[src/ffsa_pkg.sv]
// shared types and constants of the first-fit segment allocator
`default_nettype none

package ffsa_pkg;

    localparam int ADDR_W           = 24;
    localparam int CAP_W            = 25;
    localparam int MAX_SEGMENTS_DEF = 64;
    localparam int HEADER_BYTES_DEF = 12;
    localparam int ALIGN_MASK       = 7;
    localparam int MIN_TAIL_BYTES   = 8;
    localparam logic [CAP_W-1:0] CAP_MAX = 25'h100_0000;

    typedef enum logic [1:0] {
        REQ_ALLOC = 2'd0,
        REQ_FREE  = 2'd1,
        REQ_QUERY = 2'd2,
        REQ_INIT  = 2'd3
    } req_type_t;

    typedef struct packed {
        logic [ADDR_W-1:0] start;
        logic [ADDR_W-1:0] bytes;
        logic              is_free;
    } seg_t;

    typedef enum logic [3:0] {
        S_IDLE,
        S_DECODE,
        S_INIT,
        S_SCAN,
        S_PREP,
        S_SHIFT_INIT,
        S_SHIFT,
        S_SPLIT_TAIL,
        S_SPLIT_HEAD,
        S_TAKE,
        S_COMPACT,
        S_COMPACT_END,
        S_SUM,
        S_DONE
    } state_t;

    typedef enum logic [3:0] {
        OP_NONE,
        OP_LOAD,
        OP_INIT,
        OP_SCAN,
        OP_PREP,
        OP_SHIFT_INIT,
        OP_SHIFT,
        OP_SPLIT_TAIL,
        OP_SPLIT_HEAD,
        OP_TAKE,
        OP_COMPACT,
        OP_COMPACT_END,
        OP_SUM,
        OP_EMIT,
        OP_WAIT
    } op_t;

    typedef struct packed {
        req_type_t req_type;
        logic      early_refuse;
        logic      scan_done;
        logic      hit;
        logic      split_ok;
        logic      shift_done;
        logic      pass_done;
        logic      out_free;
    } dp_status_t;

endpackage

`default_nettype wire

[src/ffsa_if.sv]
// request, response and configuration channels
`default_nettype none

interface ffsa_req_if;
    logic        valid;
    logic        ready;
    logic [1:0]  req_type;
    logic [23:0] req_size;
    logic [23:0] data_addr;
    modport source (output valid, output req_type, output req_size, output data_addr,
                    input ready);
    modport sink (input valid, input req_type, input req_size, input data_addr,
                  output ready);
endinterface

interface ffsa_rsp_if;
    logic        valid;
    logic        ready;
    logic        status;
    logic [23:0] grant_addr;
    logic [23:0] used_bytes;
    logic [23:0] free_bytes;
    modport source (output valid, output status, output grant_addr, output used_bytes,
                    output free_bytes, input ready);
    modport sink (input valid, input status, input grant_addr, input used_bytes,
                  input free_bytes, output ready);
endinterface

interface ffsa_cfg_if;
    logic        valid;
    logic        ready;
    logic [24:0] pool_capacity;
    modport source (output valid, output pool_capacity, input ready);
    modport sink (input valid, input pool_capacity, output ready);
endinterface

`default_nettype wire

[src/ffsa_datapath.sv]
// segment table memory, pass counters and result registers
`default_nettype none

module ffsa_datapath #(
    parameter int MAX_SEGMENTS = ffsa_pkg::MAX_SEGMENTS_DEF,
    parameter int HEADER_BYTES = ffsa_pkg::HEADER_BYTES_DEF
) (
    input  logic                  clk,
    input  logic                  rst_n,
    input  ffsa_pkg::op_t         op,
    output ffsa_pkg::dp_status_t  st,
    input  logic [1:0]            req_type,
    input  logic [23:0]           req_size,
    input  logic [23:0]           data_addr,
    input  logic                  cfg_we,
    input  logic [24:0]           cfg_data,
    input  logic                  out_ready,
    output logic                  out_valid,
    output logic                  status,
    output logic [23:0]           grant_addr,
    output logic [23:0]           used_bytes,
    output logic [23:0]           free_bytes
);

    localparam int IW = (MAX_SEGMENTS > 1) ? $clog2(MAX_SEGMENTS) : 1;
    localparam int CW = $clog2(MAX_SEGMENTS + 1);
    localparam int AW = ffsa_pkg::ADDR_W;
    localparam int KW = ffsa_pkg::CAP_W;
    localparam logic [AW-1:0] HB = AW'(HEADER_BYTES);

    ffsa_pkg::seg_t mem [MAX_SEGMENTS];
    ffsa_pkg::seg_t mem_q_reg;

    logic           we;
    logic [IW-1:0]  waddr;
    ffsa_pkg::seg_t wdata;

    logic [CW-1:0]  cnt_reg, cnt_next;
    logic           ready_reg, ready_next;
    logic [KW-1:0]  cap_reg, cap_next;
    logic [CW-1:0]  rd_idx_reg, rd_idx_next;
    logic           dv_reg, dv_next;
    logic [CW-1:0]  didx_reg, didx_next;
    logic           hit_reg, hit_next;
    logic [IW-1:0]  hit_idx_reg, hit_idx_next;
    ffsa_pkg::seg_t hit_ent_reg, hit_ent_next;
    logic           pv_reg, pv_next;
    ffsa_pkg::seg_t pend_reg, pend_next;
    logic [CW-1:0]  wr_reg, wr_next;
    logic [AW-1:0]  acc_reg, acc_next;
    ffsa_pkg::req_type_t type_reg, type_next;
    logic [KW-1:0]  size_reg, size_next;
    logic [AW-1:0]  addr_reg, addr_next;
    logic           status_reg, status_next;
    logic [AW-1:0]  grant_reg, grant_next;
    logic [AW-1:0]  used_reg, used_next;
    logic           out_valid_reg, out_valid_next;
    logic           o_status_reg, o_status_next;
    logic [AW-1:0]  o_grant_reg, o_grant_next;
    logic [AW-1:0]  o_used_reg, o_used_next;
    logic [AW-1:0]  o_free_reg, o_free_next;

    ffsa_pkg::seg_t cur;
    logic           fwd_issue, pass_done, fit, own, match_hit, split_ok, shift_more;
    logic [KW-1:0]  cap_lim;
    logic           cap_ok;

    always_ff @(posedge clk)
    begin
        if (we)
        begin
            mem[waddr] <= wdata;
        end
        mem_q_reg <= mem[rd_idx_reg[IW-1:0]];
    end

    always_comb
    begin
        cur = mem_q_reg;
        // the segment being freed counts as free during the merge pass
        if (op == ffsa_pkg::OP_COMPACT && didx_reg == CW'(hit_idx_reg))
        begin
            cur.is_free = 1'b1;
        end
    end

    assign fwd_issue  = rd_idx_reg < cnt_reg;
    assign pass_done  = (rd_idx_reg == cnt_reg) && !dv_reg;
    assign fit        = cur.is_free && ({1'b0, cur.bytes} >= size_reg);
    assign own        = !cur.is_free && ((cur.start + HB) == addr_reg);
    assign match_hit  = (type_reg == ffsa_pkg::REQ_ALLOC) ? fit : own;
    assign split_ok   = ({2'b00, hit_ent_reg.bytes} >=
                         {1'b0, size_reg} + 26'(HEADER_BYTES) + 26'(ffsa_pkg::MIN_TAIL_BYTES))
                        && (cnt_reg < CW'(MAX_SEGMENTS));
    assign shift_more = rd_idx_reg > CW'(hit_idx_reg);
    assign cap_lim    = (cap_reg > ffsa_pkg::CAP_MAX) ? ffsa_pkg::CAP_MAX : cap_reg;
    assign cap_ok     = cap_lim > KW'(HEADER_BYTES);

    always_comb
    begin
        st.req_type     = type_reg;
        st.early_refuse = !ready_reg ||
                          (type_reg == ffsa_pkg::REQ_ALLOC && size_reg == '0);
        st.scan_done    = hit_reg || pass_done;
        st.hit          = hit_reg;
        st.split_ok     = split_ok;
        st.shift_done   = !shift_more && !dv_reg;
        st.pass_done    = pass_done;
        st.out_free     = !out_valid_reg || out_ready;
    end

    always_comb
    begin
        cnt_next       = cnt_reg;
        ready_next     = ready_reg;
        cap_next       = cfg_we ? cfg_data : cap_reg;
        rd_idx_next    = rd_idx_reg;
        dv_next        = dv_reg;
        didx_next      = didx_reg;
        hit_next       = hit_reg;
        hit_idx_next   = hit_idx_reg;
        hit_ent_next   = hit_ent_reg;
        pv_next        = pv_reg;
        pend_next      = pend_reg;
        wr_next        = wr_reg;
        acc_next       = acc_reg;
        type_next      = type_reg;
        size_next      = size_reg;
        addr_next      = addr_reg;
        status_next    = status_reg;
        grant_next     = grant_reg;
        used_next      = used_reg;
        out_valid_next = out_valid_reg && !out_ready;
        o_status_next  = o_status_reg;
        o_grant_next   = o_grant_reg;
        o_used_next    = o_used_reg;
        o_free_next    = o_free_reg;
        we             = 1'b0;
        waddr          = '0;
        wdata          = pend_reg;

        // forward passes start from entry zero with empty accumulators
        if (op == ffsa_pkg::OP_NONE || op == ffsa_pkg::OP_PREP ||
            op == ffsa_pkg::OP_INIT || op == ffsa_pkg::OP_TAKE ||
            op == ffsa_pkg::OP_SPLIT_HEAD || op == ffsa_pkg::OP_COMPACT_END)
        begin
            rd_idx_next = '0;
            dv_next     = 1'b0;
            hit_next    = 1'b0;
            pv_next     = 1'b0;
            wr_next     = '0;
            acc_next    = '0;
        end

        if (op == ffsa_pkg::OP_SCAN || op == ffsa_pkg::OP_COMPACT || op == ffsa_pkg::OP_SUM)
        begin
            if (fwd_issue && !(op == ffsa_pkg::OP_SCAN && hit_reg))
            begin
                rd_idx_next = rd_idx_reg + 1'b1;
                dv_next     = 1'b1;
                didx_next   = rd_idx_reg;
            end
            else
            begin
                dv_next = 1'b0;
            end
        end

        unique case (op)
            ffsa_pkg::OP_LOAD:
            begin
                type_next   = ffsa_pkg::req_type_t'(req_type);
                size_next   = ({1'b0, req_size} + KW'(ffsa_pkg::ALIGN_MASK)) &
                              ~KW'(ffsa_pkg::ALIGN_MASK);
                addr_next   = data_addr;
                status_next = 1'b1;
                grant_next  = '0;
                used_next   = '0;
            end
            ffsa_pkg::OP_INIT:
            begin
                if (cap_ok)
                begin
                    we          = 1'b1;
                    waddr       = '0;
                    wdata       = '{start: '0, bytes: AW'(cap_lim - KW'(HEADER_BYTES)),
                                    is_free: 1'b1};
                    cnt_next    = CW'(1);
                    ready_next  = 1'b1;
                    status_next = 1'b0;
                end
                else
                begin
                    cnt_next   = '0;
                    ready_next = 1'b0;
                end
            end
            ffsa_pkg::OP_SCAN:
            begin
                if (dv_reg && !hit_reg && match_hit)
                begin
                    hit_next     = 1'b1;
                    hit_idx_next = didx_reg[IW-1:0];
                    hit_ent_next = cur;
                end
            end
            ffsa_pkg::OP_PREP:
            begin
                if (hit_reg && type_reg == ffsa_pkg::REQ_QUERY)
                begin
                    used_next   = hit_ent_reg.bytes;
                    status_next = 1'b0;
                end
                if (hit_reg && type_reg == ffsa_pkg::REQ_FREE)
                begin
                    status_next = 1'b0;
                end
            end
            ffsa_pkg::OP_SHIFT_INIT:
            begin
                rd_idx_next = cnt_reg - 1'b1;
                dv_next     = 1'b0;
            end
            ffsa_pkg::OP_SHIFT:
            begin
                // walk down from the last entry to the one after the hit, moving each one up a place
                if (shift_more)
                begin
                    rd_idx_next = rd_idx_reg - 1'b1;
                    dv_next     = 1'b1;
                    didx_next   = rd_idx_reg;
                end
                else
                begin
                    dv_next = 1'b0;
                end
                if (dv_reg)
                begin
                    we    = 1'b1;
                    waddr = didx_reg[IW-1:0] + 1'b1;
                    wdata = mem_q_reg;
                end
            end
            ffsa_pkg::OP_SPLIT_TAIL:
            begin
                we    = 1'b1;
                waddr = hit_idx_reg + 1'b1;
                wdata = '{start: hit_ent_reg.start + HB + size_reg[AW-1:0],
                          bytes: hit_ent_reg.bytes - size_reg[AW-1:0] - HB,
                          is_free: 1'b1};
            end
            ffsa_pkg::OP_SPLIT_HEAD:
            begin
                we          = 1'b1;
                waddr       = hit_idx_reg;
                wdata       = '{start: hit_ent_reg.start, bytes: size_reg[AW-1:0],
                                is_free: 1'b0};
                cnt_next    = cnt_reg + 1'b1;
                grant_next  = hit_ent_reg.start + HB;
                status_next = 1'b0;
            end
            ffsa_pkg::OP_TAKE:
            begin
                we          = 1'b1;
                waddr       = hit_idx_reg;
                wdata       = '{start: hit_ent_reg.start, bytes: hit_ent_reg.bytes,
                                is_free: 1'b0};
                grant_next  = hit_ent_reg.start + HB;
                status_next = 1'b0;
            end
            ffsa_pkg::OP_COMPACT:
            begin
                if (dv_reg)
                begin
                    if (!pv_reg)
                    begin
                        pend_next = cur;
                        pv_next   = 1'b1;
                    end
                    else if (pend_reg.is_free && cur.is_free)
                    begin
                        pend_next.bytes = pend_reg.bytes + HB + cur.bytes;
                    end
                    else
                    begin
                        we        = 1'b1;
                        waddr     = wr_reg[IW-1:0];
                        wdata     = pend_reg;
                        wr_next   = wr_reg + 1'b1;
                        pend_next = cur;
                    end
                end
            end
            ffsa_pkg::OP_COMPACT_END:
            begin
                we       = 1'b1;
                waddr    = wr_reg[IW-1:0];
                wdata    = pend_reg;
                cnt_next = wr_reg + 1'b1;
            end
            ffsa_pkg::OP_SUM:
            begin
                if (dv_reg && cur.is_free)
                begin
                    acc_next = acc_reg + cur.bytes;
                end
            end
            ffsa_pkg::OP_EMIT:
            begin
                out_valid_next = 1'b1;
                o_status_next  = status_reg;
                o_grant_next   = grant_reg;
                o_used_next    = used_reg;
                o_free_next    = acc_reg;
            end
            default:
            begin
            end
        endcase
    end

    always_ff @(posedge clk or negedge rst_n)
    begin
        if (!rst_n)
        begin
            cnt_reg       <= '0;
            ready_reg     <= 1'b0;
            cap_reg       <= '0;
            rd_idx_reg    <= '0;
            dv_reg        <= 1'b0;
            hit_reg       <= 1'b0;
            pv_reg        <= 1'b0;
            wr_reg        <= '0;
            out_valid_reg <= 1'b0;
        end
        else
        begin
            cnt_reg       <= cnt_next;
            ready_reg     <= ready_next;
            cap_reg       <= cap_next;
            rd_idx_reg    <= rd_idx_next;
            dv_reg        <= dv_next;
            hit_reg       <= hit_next;
            pv_reg        <= pv_next;
            wr_reg        <= wr_next;
            out_valid_reg <= out_valid_next;
        end
    end

    always_ff @(posedge clk)
    begin
        didx_reg     <= didx_next;
        hit_idx_reg  <= hit_idx_next;
        hit_ent_reg  <= hit_ent_next;
        pend_reg     <= pend_next;
        acc_reg      <= acc_next;
        type_reg     <= type_next;
        size_reg     <= size_next;
        addr_reg     <= addr_next;
        status_reg   <= status_next;
        grant_reg    <= grant_next;
        used_reg     <= used_next;
        o_status_reg <= o_status_next;
        o_grant_reg  <= o_grant_next;
        o_used_reg   <= o_used_next;
        o_free_reg   <= o_free_next;
    end

    assign out_valid  = out_valid_reg;
    assign status     = o_status_reg;
    assign grant_addr = o_grant_reg;
    assign used_bytes = o_used_reg;
    assign free_bytes = o_free_reg;

endmodule

`default_nettype wire

[src/ffsa_ctrl.sv]
// request sequencer of the segment allocator
`default_nettype none

module ffsa_ctrl (
    input  logic                 clk,
    input  logic                 rst_n,
    input  logic                 in_valid,
    output logic                 in_ready,
    input  ffsa_pkg::dp_status_t st,
    output ffsa_pkg::op_t        op
);

    ffsa_pkg::state_t state_reg, state_next;

    always_comb
    begin
        state_next = state_reg;
        unique case (state_reg)
            ffsa_pkg::S_IDLE:
            begin
                if (in_valid)
                begin
                    state_next = ffsa_pkg::S_DECODE;
                end
            end
            ffsa_pkg::S_DECODE:
            begin
                priority if (st.req_type == ffsa_pkg::REQ_INIT)
                begin
                    state_next = ffsa_pkg::S_INIT;
                end
                else if (st.early_refuse)
                begin
                    state_next = ffsa_pkg::S_SUM;
                end
                else
                begin
                    state_next = ffsa_pkg::S_SCAN;
                end
            end
            ffsa_pkg::S_INIT:
            begin
                state_next = ffsa_pkg::S_SUM;
            end
            ffsa_pkg::S_SCAN:
            begin
                if (st.scan_done)
                begin
                    priority if (st.hit && st.req_type == ffsa_pkg::REQ_ALLOC)
                    begin
                        state_next = st.split_ok ? ffsa_pkg::S_SHIFT_INIT : ffsa_pkg::S_TAKE;
                    end
                    else
                    begin
                        state_next = ffsa_pkg::S_PREP;
                    end
                end
            end
            ffsa_pkg::S_PREP:
            begin
                state_next = (st.hit && st.req_type == ffsa_pkg::REQ_FREE) ?
                             ffsa_pkg::S_COMPACT : ffsa_pkg::S_SUM;
            end
            ffsa_pkg::S_SHIFT_INIT:
            begin
                state_next = ffsa_pkg::S_SHIFT;
            end
            ffsa_pkg::S_SHIFT:
            begin
                if (st.shift_done)
                begin
                    state_next = ffsa_pkg::S_SPLIT_TAIL;
                end
            end
            ffsa_pkg::S_SPLIT_TAIL:
            begin
                state_next = ffsa_pkg::S_SPLIT_HEAD;
            end
            ffsa_pkg::S_SPLIT_HEAD,
            ffsa_pkg::S_TAKE,
            ffsa_pkg::S_COMPACT_END:
            begin
                state_next = ffsa_pkg::S_SUM;
            end
            ffsa_pkg::S_COMPACT:
            begin
                if (st.pass_done)
                begin
                    state_next = ffsa_pkg::S_COMPACT_END;
                end
            end
            ffsa_pkg::S_SUM:
            begin
                if (st.pass_done)
                begin
                    state_next = ffsa_pkg::S_DONE;
                end
            end
            ffsa_pkg::S_DONE:
            begin
                if (st.out_free)
                begin
                    state_next = ffsa_pkg::S_IDLE;
                end
            end
            default:
            begin
                state_next = ffsa_pkg::S_IDLE;
            end
        endcase
    end

    always_comb
    begin
        in_ready = (state_reg == ffsa_pkg::S_IDLE);
        unique case (state_reg)
            ffsa_pkg::S_IDLE:        op = in_valid ? ffsa_pkg::OP_LOAD : ffsa_pkg::OP_NONE;
            ffsa_pkg::S_DECODE:      op = ffsa_pkg::OP_NONE;
            ffsa_pkg::S_INIT:        op = ffsa_pkg::OP_INIT;
            ffsa_pkg::S_SCAN:        op = ffsa_pkg::OP_SCAN;
            ffsa_pkg::S_PREP:        op = ffsa_pkg::OP_PREP;
            ffsa_pkg::S_SHIFT_INIT:  op = ffsa_pkg::OP_SHIFT_INIT;
            ffsa_pkg::S_SHIFT:       op = ffsa_pkg::OP_SHIFT;
            ffsa_pkg::S_SPLIT_TAIL:  op = ffsa_pkg::OP_SPLIT_TAIL;
            ffsa_pkg::S_SPLIT_HEAD:  op = ffsa_pkg::OP_SPLIT_HEAD;
            ffsa_pkg::S_TAKE:        op = ffsa_pkg::OP_TAKE;
            ffsa_pkg::S_COMPACT:     op = ffsa_pkg::OP_COMPACT;
            ffsa_pkg::S_COMPACT_END: op = ffsa_pkg::OP_COMPACT_END;
            ffsa_pkg::S_SUM:         op = ffsa_pkg::OP_SUM;
            ffsa_pkg::S_DONE:        op = st.out_free ? ffsa_pkg::OP_EMIT : ffsa_pkg::OP_WAIT;
            default:                 op = ffsa_pkg::OP_NONE;
        endcase
    end

    always_ff @(posedge clk or negedge rst_n)
    begin
        if (!rst_n)
        begin
            state_reg <= ffsa_pkg::S_IDLE;
        end
        else
        begin
            state_reg <= state_next;
        end
    end

endmodule

`default_nettype wire

[src/first_fit_segment_allocator.sv]
// First-fit segment allocator: keeps an address-ordered table of up to MAX_SEGMENTS
// segments (header of HEADER_BYTES plus data area) in a single-port-write memory and
// serves one request at a time. Each request walks the table one entry per cycle:
// a lookup pass (none for an init or a refused request), then for a split alloc a
// shift pass that opens a slot, for a free a merge pass that rewrites the table with
// neighbors joined, and always a final pass that sums the free bytes. The table walk
// goes through the one memory read port. A result waits in an output register while
// the next request is taken. Configuration writes are taken in any cycle.
`default_nettype none

module first_fit_segment_allocator #(
    parameter int MAX_SEGMENTS = ffsa_pkg::MAX_SEGMENTS_DEF,
    parameter int HEADER_BYTES = ffsa_pkg::HEADER_BYTES_DEF
) (
    input  logic        clk,
    input  logic        rst_n,
    ffsa_req_if.sink    req,
    ffsa_rsp_if.source  rsp,
    ffsa_cfg_if.sink    cfg
);

    ffsa_pkg::op_t        op;
    ffsa_pkg::dp_status_t st;

    assign cfg.ready = 1'b1;

    ffsa_ctrl u_ctrl (
        .clk      (clk),
        .rst_n    (rst_n),
        .in_valid (req.valid),
        .in_ready (req.ready),
        .st       (st),
        .op       (op)
    );

    ffsa_datapath #(
        .MAX_SEGMENTS (MAX_SEGMENTS),
        .HEADER_BYTES (HEADER_BYTES)
    ) u_datapath (
        .clk        (clk),
        .rst_n      (rst_n),
        .op         (op),
        .st         (st),
        .req_type   (req.req_type),
        .req_size   (req.req_size),
        .data_addr  (req.data_addr),
        .cfg_we     (cfg.valid),
        .cfg_data   (cfg.pool_capacity),
        .out_ready  (rsp.ready),
        .out_valid  (rsp.valid),
        .status     (rsp.status),
        .grant_addr (rsp.grant_addr),
        .used_bytes (rsp.used_bytes),
        .free_bytes (rsp.free_bytes)
    );

    // a result is only loaded into a free output slot
    a_emit_free: assert property (@(posedge clk) disable iff (!rst_n)
        op == ffsa_pkg::OP_EMIT |-> (!rsp.valid || rsp.ready))
        else $error("result overwrote a waiting beat");

    // a split only starts when the tail and a table slot are there
    a_split_room: assert property (@(posedge clk) disable iff (!rst_n)
        op == ffsa_pkg::OP_SHIFT_INIT |-> st.split_ok && st.hit)
        else $error("split without room");

    // an accepted beat is followed by decode, never by a second load
    a_one_load: assert property (@(posedge clk) disable iff (!rst_n)
        req.valid && req.ready |=> !req.ready && op == ffsa_pkg::OP_NONE)
        else $error("request taken while busy");

endmodule

`default_nettype wire
[src/flat_wrapper.sv]
// flat-port wrapper written by rule: the top's interface ports become plain ports
module first_fit_segment_allocator_flat 
#(
    parameter int MAX_SEGMENTS = ffsa_pkg::MAX_SEGMENTS_DEF,
    parameter int HEADER_BYTES = ffsa_pkg::HEADER_BYTES_DEF
)
  (clk, rst_n, req_valid, req_req_type, req_req_size, req_data_addr, req_ready, rsp_valid, rsp_status, rsp_grant_addr, rsp_used_bytes, rsp_free_bytes, rsp_ready, cfg_valid, cfg_pool_capacity, cfg_ready);
  ffsa_req_if req_i ();
  ffsa_rsp_if rsp_i ();
  ffsa_cfg_if cfg_i ();
  input  logic clk;
  input  logic rst_n;
  input wire logic [$bits(req_i.valid)-1:0] req_valid;
  input wire logic [$bits(req_i.req_type)-1:0] req_req_type;
  input wire logic [$bits(req_i.req_size)-1:0] req_req_size;
  input wire logic [$bits(req_i.data_addr)-1:0] req_data_addr;
  output wire logic [$bits(req_i.ready)-1:0] req_ready;
  output wire logic [$bits(rsp_i.valid)-1:0] rsp_valid;
  output wire logic [$bits(rsp_i.status)-1:0] rsp_status;
  output wire logic [$bits(rsp_i.grant_addr)-1:0] rsp_grant_addr;
  output wire logic [$bits(rsp_i.used_bytes)-1:0] rsp_used_bytes;
  output wire logic [$bits(rsp_i.free_bytes)-1:0] rsp_free_bytes;
  input wire logic [$bits(rsp_i.ready)-1:0] rsp_ready;
  input wire logic [$bits(cfg_i.valid)-1:0] cfg_valid;
  input wire logic [$bits(cfg_i.pool_capacity)-1:0] cfg_pool_capacity;
  output wire logic [$bits(cfg_i.ready)-1:0] cfg_ready;
  assign req_i.valid = req_valid;
  assign req_i.req_type = req_req_type;
  assign req_i.req_size = req_req_size;
  assign req_i.data_addr = req_data_addr;
  assign req_ready = req_i.ready;
  assign rsp_valid = rsp_i.valid;
  assign rsp_status = rsp_i.status;
  assign rsp_grant_addr = rsp_i.grant_addr;
  assign rsp_used_bytes = rsp_i.used_bytes;
  assign rsp_free_bytes = rsp_i.free_bytes;
  assign rsp_i.ready = rsp_ready;
  assign cfg_i.valid = cfg_valid;
  assign cfg_i.pool_capacity = cfg_pool_capacity;
  assign cfg_ready = cfg_i.ready;
  first_fit_segment_allocator #(.MAX_SEGMENTS(MAX_SEGMENTS), .HEADER_BYTES(HEADER_BYTES)) u_core (.clk(clk), .rst_n(rst_n), .req(req_i), .rsp(rsp_i), .cfg(cfg_i));
endmodule
[config.mk]
export PLATFORM = sky130hd
export DESIGN_NAME = first_fit_segment_allocator_flat
export DESIGN_NICKNAME = d
export VERILOG_FILES = /design/src/ffsa_pkg.sv /design/src/ffsa_if.sv /design/src/ffsa_datapath.sv /design/src/ffsa_ctrl.sv /design/src/first_fit_segment_allocator.sv /design/src/flat_wrapper.sv
export SDC_FILE = /design/constraint.sdc
export NUM_CORES = 2
export LEC_CHECK = 0
export CAP_MARGIN = 25
export CORE_ASPECT_RATIO = 2
export CORE_UTILIZATION = 40
export CTS_BUF_LIST = sky130_fd_sc_hd__clkbuf_8 sky130_fd_sc_hd__clkbuf_16
export CTS_CLUSTER_DIAMETER = 40
export CTS_CLUSTER_SIZE = 16
export DETAILED_ROUTE_END_ITERATION = 8
export DONT_BUFFER_PORTS = 1
export PLACE_DENSITY = 0.55
export SLEW_MARGIN = 20
export SYNTH_ARGS = -nofsm -noshare
export SYNTH_HDL_FRONTEND = slang
export SYNTH_HIERARCHICAL = 1
export SYNTH_SLANG_ARGS = --single-unit
[constraint.sdc]
create_clock -name clk -period 5.89 [get_ports clk]
set_input_delay 0.2945 -clock clk [delete_from_list [all_inputs] [get_ports clk]]
set_output_delay 0.2945 -clock clk [all_outputs]
set_load 0.02 [all_outputs]
==> results by group <==
Final layout
  – Max FFs per register: approximately 3100
  – Finished Cell Area: 163300 µm²
  – Layout cell share with drive strength beyond 1: 0.2630
  – Final Util: 0.4581
  – Final nets: approximately 7600
  – Area Growth Syn to Fin: 13.84%

Setup path
  – Crit Path Class: register to register
  – CP Data Arrival Time: 5.87 ns
  – CP Max Fanout: 31
  – Top cell family by delay on the critical path: simple AND/OR/NAND/NOR gates
  – Startpoint Class: register
  – Reg-to-reg critical path startpoint: u_core/u_ctrl/state_reg[1]$_DFFE_PN0P_
  – Worst Path Buf+Inv: 4
  – Slowest stage delay, CP: between 0.8 and 0.9 ns
  – Slowest CP cell: nor2_4
  – CP startpoint: u_core/u_ctrl/state_reg[1]$_DFFE_PN0P_
  – Worst Setup End Kind: register
  – Critical-path cell list: inv_1 -> a21oi_1 -> a21oi_1 -> a22o_1 -> buf_4 -> nand2b_1 -> nor3_1 -> a31o_2 -> a21o_4 -> nand2_2 -> a221o_1 -> nor2_1 -> o311ai_2 -> buf_4 -> nor2_4 -> buf_12
  – Worst Path Required: 6.43 ns

Yosys
  – Synth Area in Compound Gates: 0.02825
  – Seq/Total Area, Yosys: 0.7345
  – Asr flop ratio synth: 0.01552
  – Synth Area in Simple Gates: 0.02645
  – Ys flop type: edfxtp_1
  – Syn Nets: 7193
  – EDFF count, synth: 3409
  – Flops & latches, synth: 3544
  – Largest family of logic cells by synthesized area: multiplexers
  – Adder-Cell Fraction of Synth Area: 0.01769
  – Netlist cell types: 91
  – Synth Warn #: 6
  – Mapped Area: 143400 µm²
  – Synthesized area per cell: ~21 µm²
  – Post-synthesis mux area share: 0.1674
  – Mapped Cells: 6912
  – Post-Synth XOR/XNOR Area: 0.01221

Timing
  – Unrepaired setup endpoints after global routing: no
  – Final setup violation count: 0
  – Final worst setup slack: 0.5535 ns
  – Slew Limit Fails: 0
  – Peak Freq: 187.4 MHz
  – Final Cycle Share: 0.9060
  – Hold Vio Cnt, Final: 1
  – WHS: -0.01620 ns
  – Rel. slew slack: 0.1896
  – Clk_skew: 0.04665 ns
  – Worst Tran Pin Value: 1.216 ns
  – Crit path time final: between 5 and 6 ns

Route
  – Avg Vias per Cell: 5.982
  – Routed wl met2: around 240000 µm
  – Avg WL per Cell: 36.54 µm
  – First drt pass iteration count: 6
  – DR top layer: met5
  – Vias: 73000
  – Wire length on met3: 22350 µm
  – Post-route ant nets: 0
  – Post-route DRC: 0
  – Met1 wire length: 148600 µm
  – Drt total wl: 445900 µm
  – Starting DRC count in detailed routing: approximately 6800

Placed design
  – Area of placed instances: 152800 µm²
  – Port bufs: 0
  – Routability cong.: 0.9870
  – Hpwl dp: 281300 µm
  – Place WS: 0.6500 ns

Global route
  – Gr usage total: 0.2468
  – GRT overflow: 0
  – Initial antenna violation count: 25
  – Largest net degree at the start of global routing: 123
  – Vias in the first global route: 76190
  – First-pass GRT wire length: 615500 µm

Clock network
  – Clock latency on the worst-skew pair: 0.91 ns
  – H-tree lvl count: 5
  – CTS Buf Count: 297
  – Maximum root-to-sink buffer count: 4
  – Post-CTS sizing: 0
  – Clock Tree Root: clkbuf_16
  – CTS tree: done
  – Setup bufs post-CTS: 0
  – Clock sink count: ~3500
  – Clk pin slew, worst setup/hold paths: 0.07 ns

Min path
  – HP Class: input port to register
  – Hold Crit Start: req_req_size[6]

Pwr
  – Lkg Pwr: 0.05105 µW
  – Power, Total: 80410 µW
  – Power Density: between 400 and 500 nW/µm²
  – Worst VDD drop: 0.3618 mV

Die
  – Die ar.: 361100 µm²
  – Starting Density: 0.4024
  – Row count: 310
  – Die Wd: 425.4 µm
  – Die height: ~850 µm
  – Core region area: 356500 µm²
  – # IOs: 156

Status
  – Failing checks: hold timing
  – Outcome: complete, but fails checks

Run
  – Max Cap Violations: 0
## final timing paths
kind,end,slack [ns],depth (start not counted)
setup / recovery,u_core/u_datapath/mem[56][19]$_DFFE_PP_,0.55,16
hold / removal,u_core/u_datapath/size_reg[8]$_DFFE_PP_,-0.02,2
setup reg to reg,u_core/u_datapath/mem[56][19]$_DFFE_PP_,0.55,16
hold reg to reg,u_core/u_datapath/used_bytes[15]$_DFFE_PP_,0.41,0
max in group asynchronous,u_core/u_datapath/cap_reg[8]$_DFFE_PN0P_,5.03,4
min in group asynchronous,u_core/u_datapath/rd_idx_reg[5]$_DFF_PN0_,0.56,4
## per-stage QoR
step / hold WS, ns / setup TNS, ns / std cells
finish: -0.01620 / 0 / 12200
detailed placement: 0.001219 / 0 / 11610
floorplan: -0.001091 / -380.91 / 6912
global route: 0.04346 / 0 / 12190
global placement: 0.001042 / 0 / 11600
CTS: 0.002082 / 0 / 12180
## Yosys cell counts, types with 20 or more instances
| master | count | share of area |
|---|---|---|
| mux2_2 | 42 | 0.0033 |
| xnor2_1 | 114 | 0.0070 |
| a222oi_1 | 20 | 0.0014 |
| ha_1 | 198 | 0.017 |
| mux2i_1 | 35 | 0.0024 |
| o21ai_0 | 169 | 0.0059 |
| dfxtp_1 | 80 | 0.011 |
| nand3_1 | 101 | 0.0035 |
| dfrtp_1 | 55 | 0.0096 |
| nand4_1 | 35 | 0.0015 |
| inv_1 | 156 | 0.0041 |
| xor2_1 | 86 | 0.0053 |
| buf_2 | 59 | 0.0021 |
| edfxtp_1 | 3409 | 0.71 |
| a21o_1 | 45 | 0.0024 |
| a21oi_1 | 138 | 0.0048 |
| o211ai_1 | 22 | 0.0012 |
| nand2_1 | 169 | 0.0044 |
| mux4_2 | 1029 | 0.16 |
| and2_1 | 32 | 0.0014 |
| nor2_1 | 211 | 0.0055 |
| buf_1 | 35 | 0.00092 |
| nor2b_1 | 22 | 0.00096 |
| clkbuf_1 | 222 | 0.0058 |
| and3_1 | 53 | 0.0023 |
| nor3_1 | 48 | 0.0017 |
| nand2b_1 | 21 | 0.00092 |
## routing by layer
| layer | vias up | track usage |
|---|---|---|
| li1 | 29640 | - |
| met1 | 39820 | 0.2664 |
| met2 | 2709 | 0.4532 |
| met3 | 827 | 0.03226 |
| met4 | 4 | 0.1506 |
| met5 | - | 0 |
## final cells by class
type                    instances  area, µm²
inverters                     156      585.6
repair buffers                476       5366
clock buffers                 312       7751
diodes                         16      40.04
clock inverters               133       1239
flip-flops and latches       3544     105400
fillers                     29600     193200
well taps                    4680       5856
multi-input cells            2886      37070
## cells by family (layout without fill, tap and decap cells)
kind of cell / count (synthesis) / after routing
other: 1 / 17
multiplexers: 1107 / 1107
adder cells (fa/ha/maj): 201 / 201
flip-flops: 3544 / 3544
AO/OA/AOI/OAI: 609 / 609
XOR/XNOR: 200 / 200
AND/OR/NAND/NOR: 768 / 768
buffers and inverters: 482 / 1077
## cell usage in the layout (no fill, tap or decap), drive strengths merged, types with 45 or more instances in the layout
cell            n
dlygate4sd3   127
and3           53
clkinv         45
inv           221
ha            198
nor3           48
clkbuf        312
xor2           86
dfxtp          80
edfxtp       3409
o21ai         172
mux4         1029
nand2         170
dfrtp          55
nor2          212
xnor2         114
buf           349
a21oi         138
nand3         102
a21o           46
## worst reg2reg max path: cells and delay by family (launching register included)
family | cells | cell delay (ns)
AO/OA/AOI/OAI | 7 | 1.54
buffers and inverters | 4 | 0.97
flip-flops | 1 | 0.73
AND/OR/NAND/NOR | 5 | 1.64
## what timing repair did
item,CTS,global route
hold endpoints to repair,130,0
setup endpoints to repair,0,0
hold buffers,130,0
## report_power, final
part	switching [µW]	internal [µW]	total [µW]
Clock	9220	10100	19300
Sequential	1480	34700	36200
Combinational	16500	8360	24900
(Power assumes the default switching activity.)
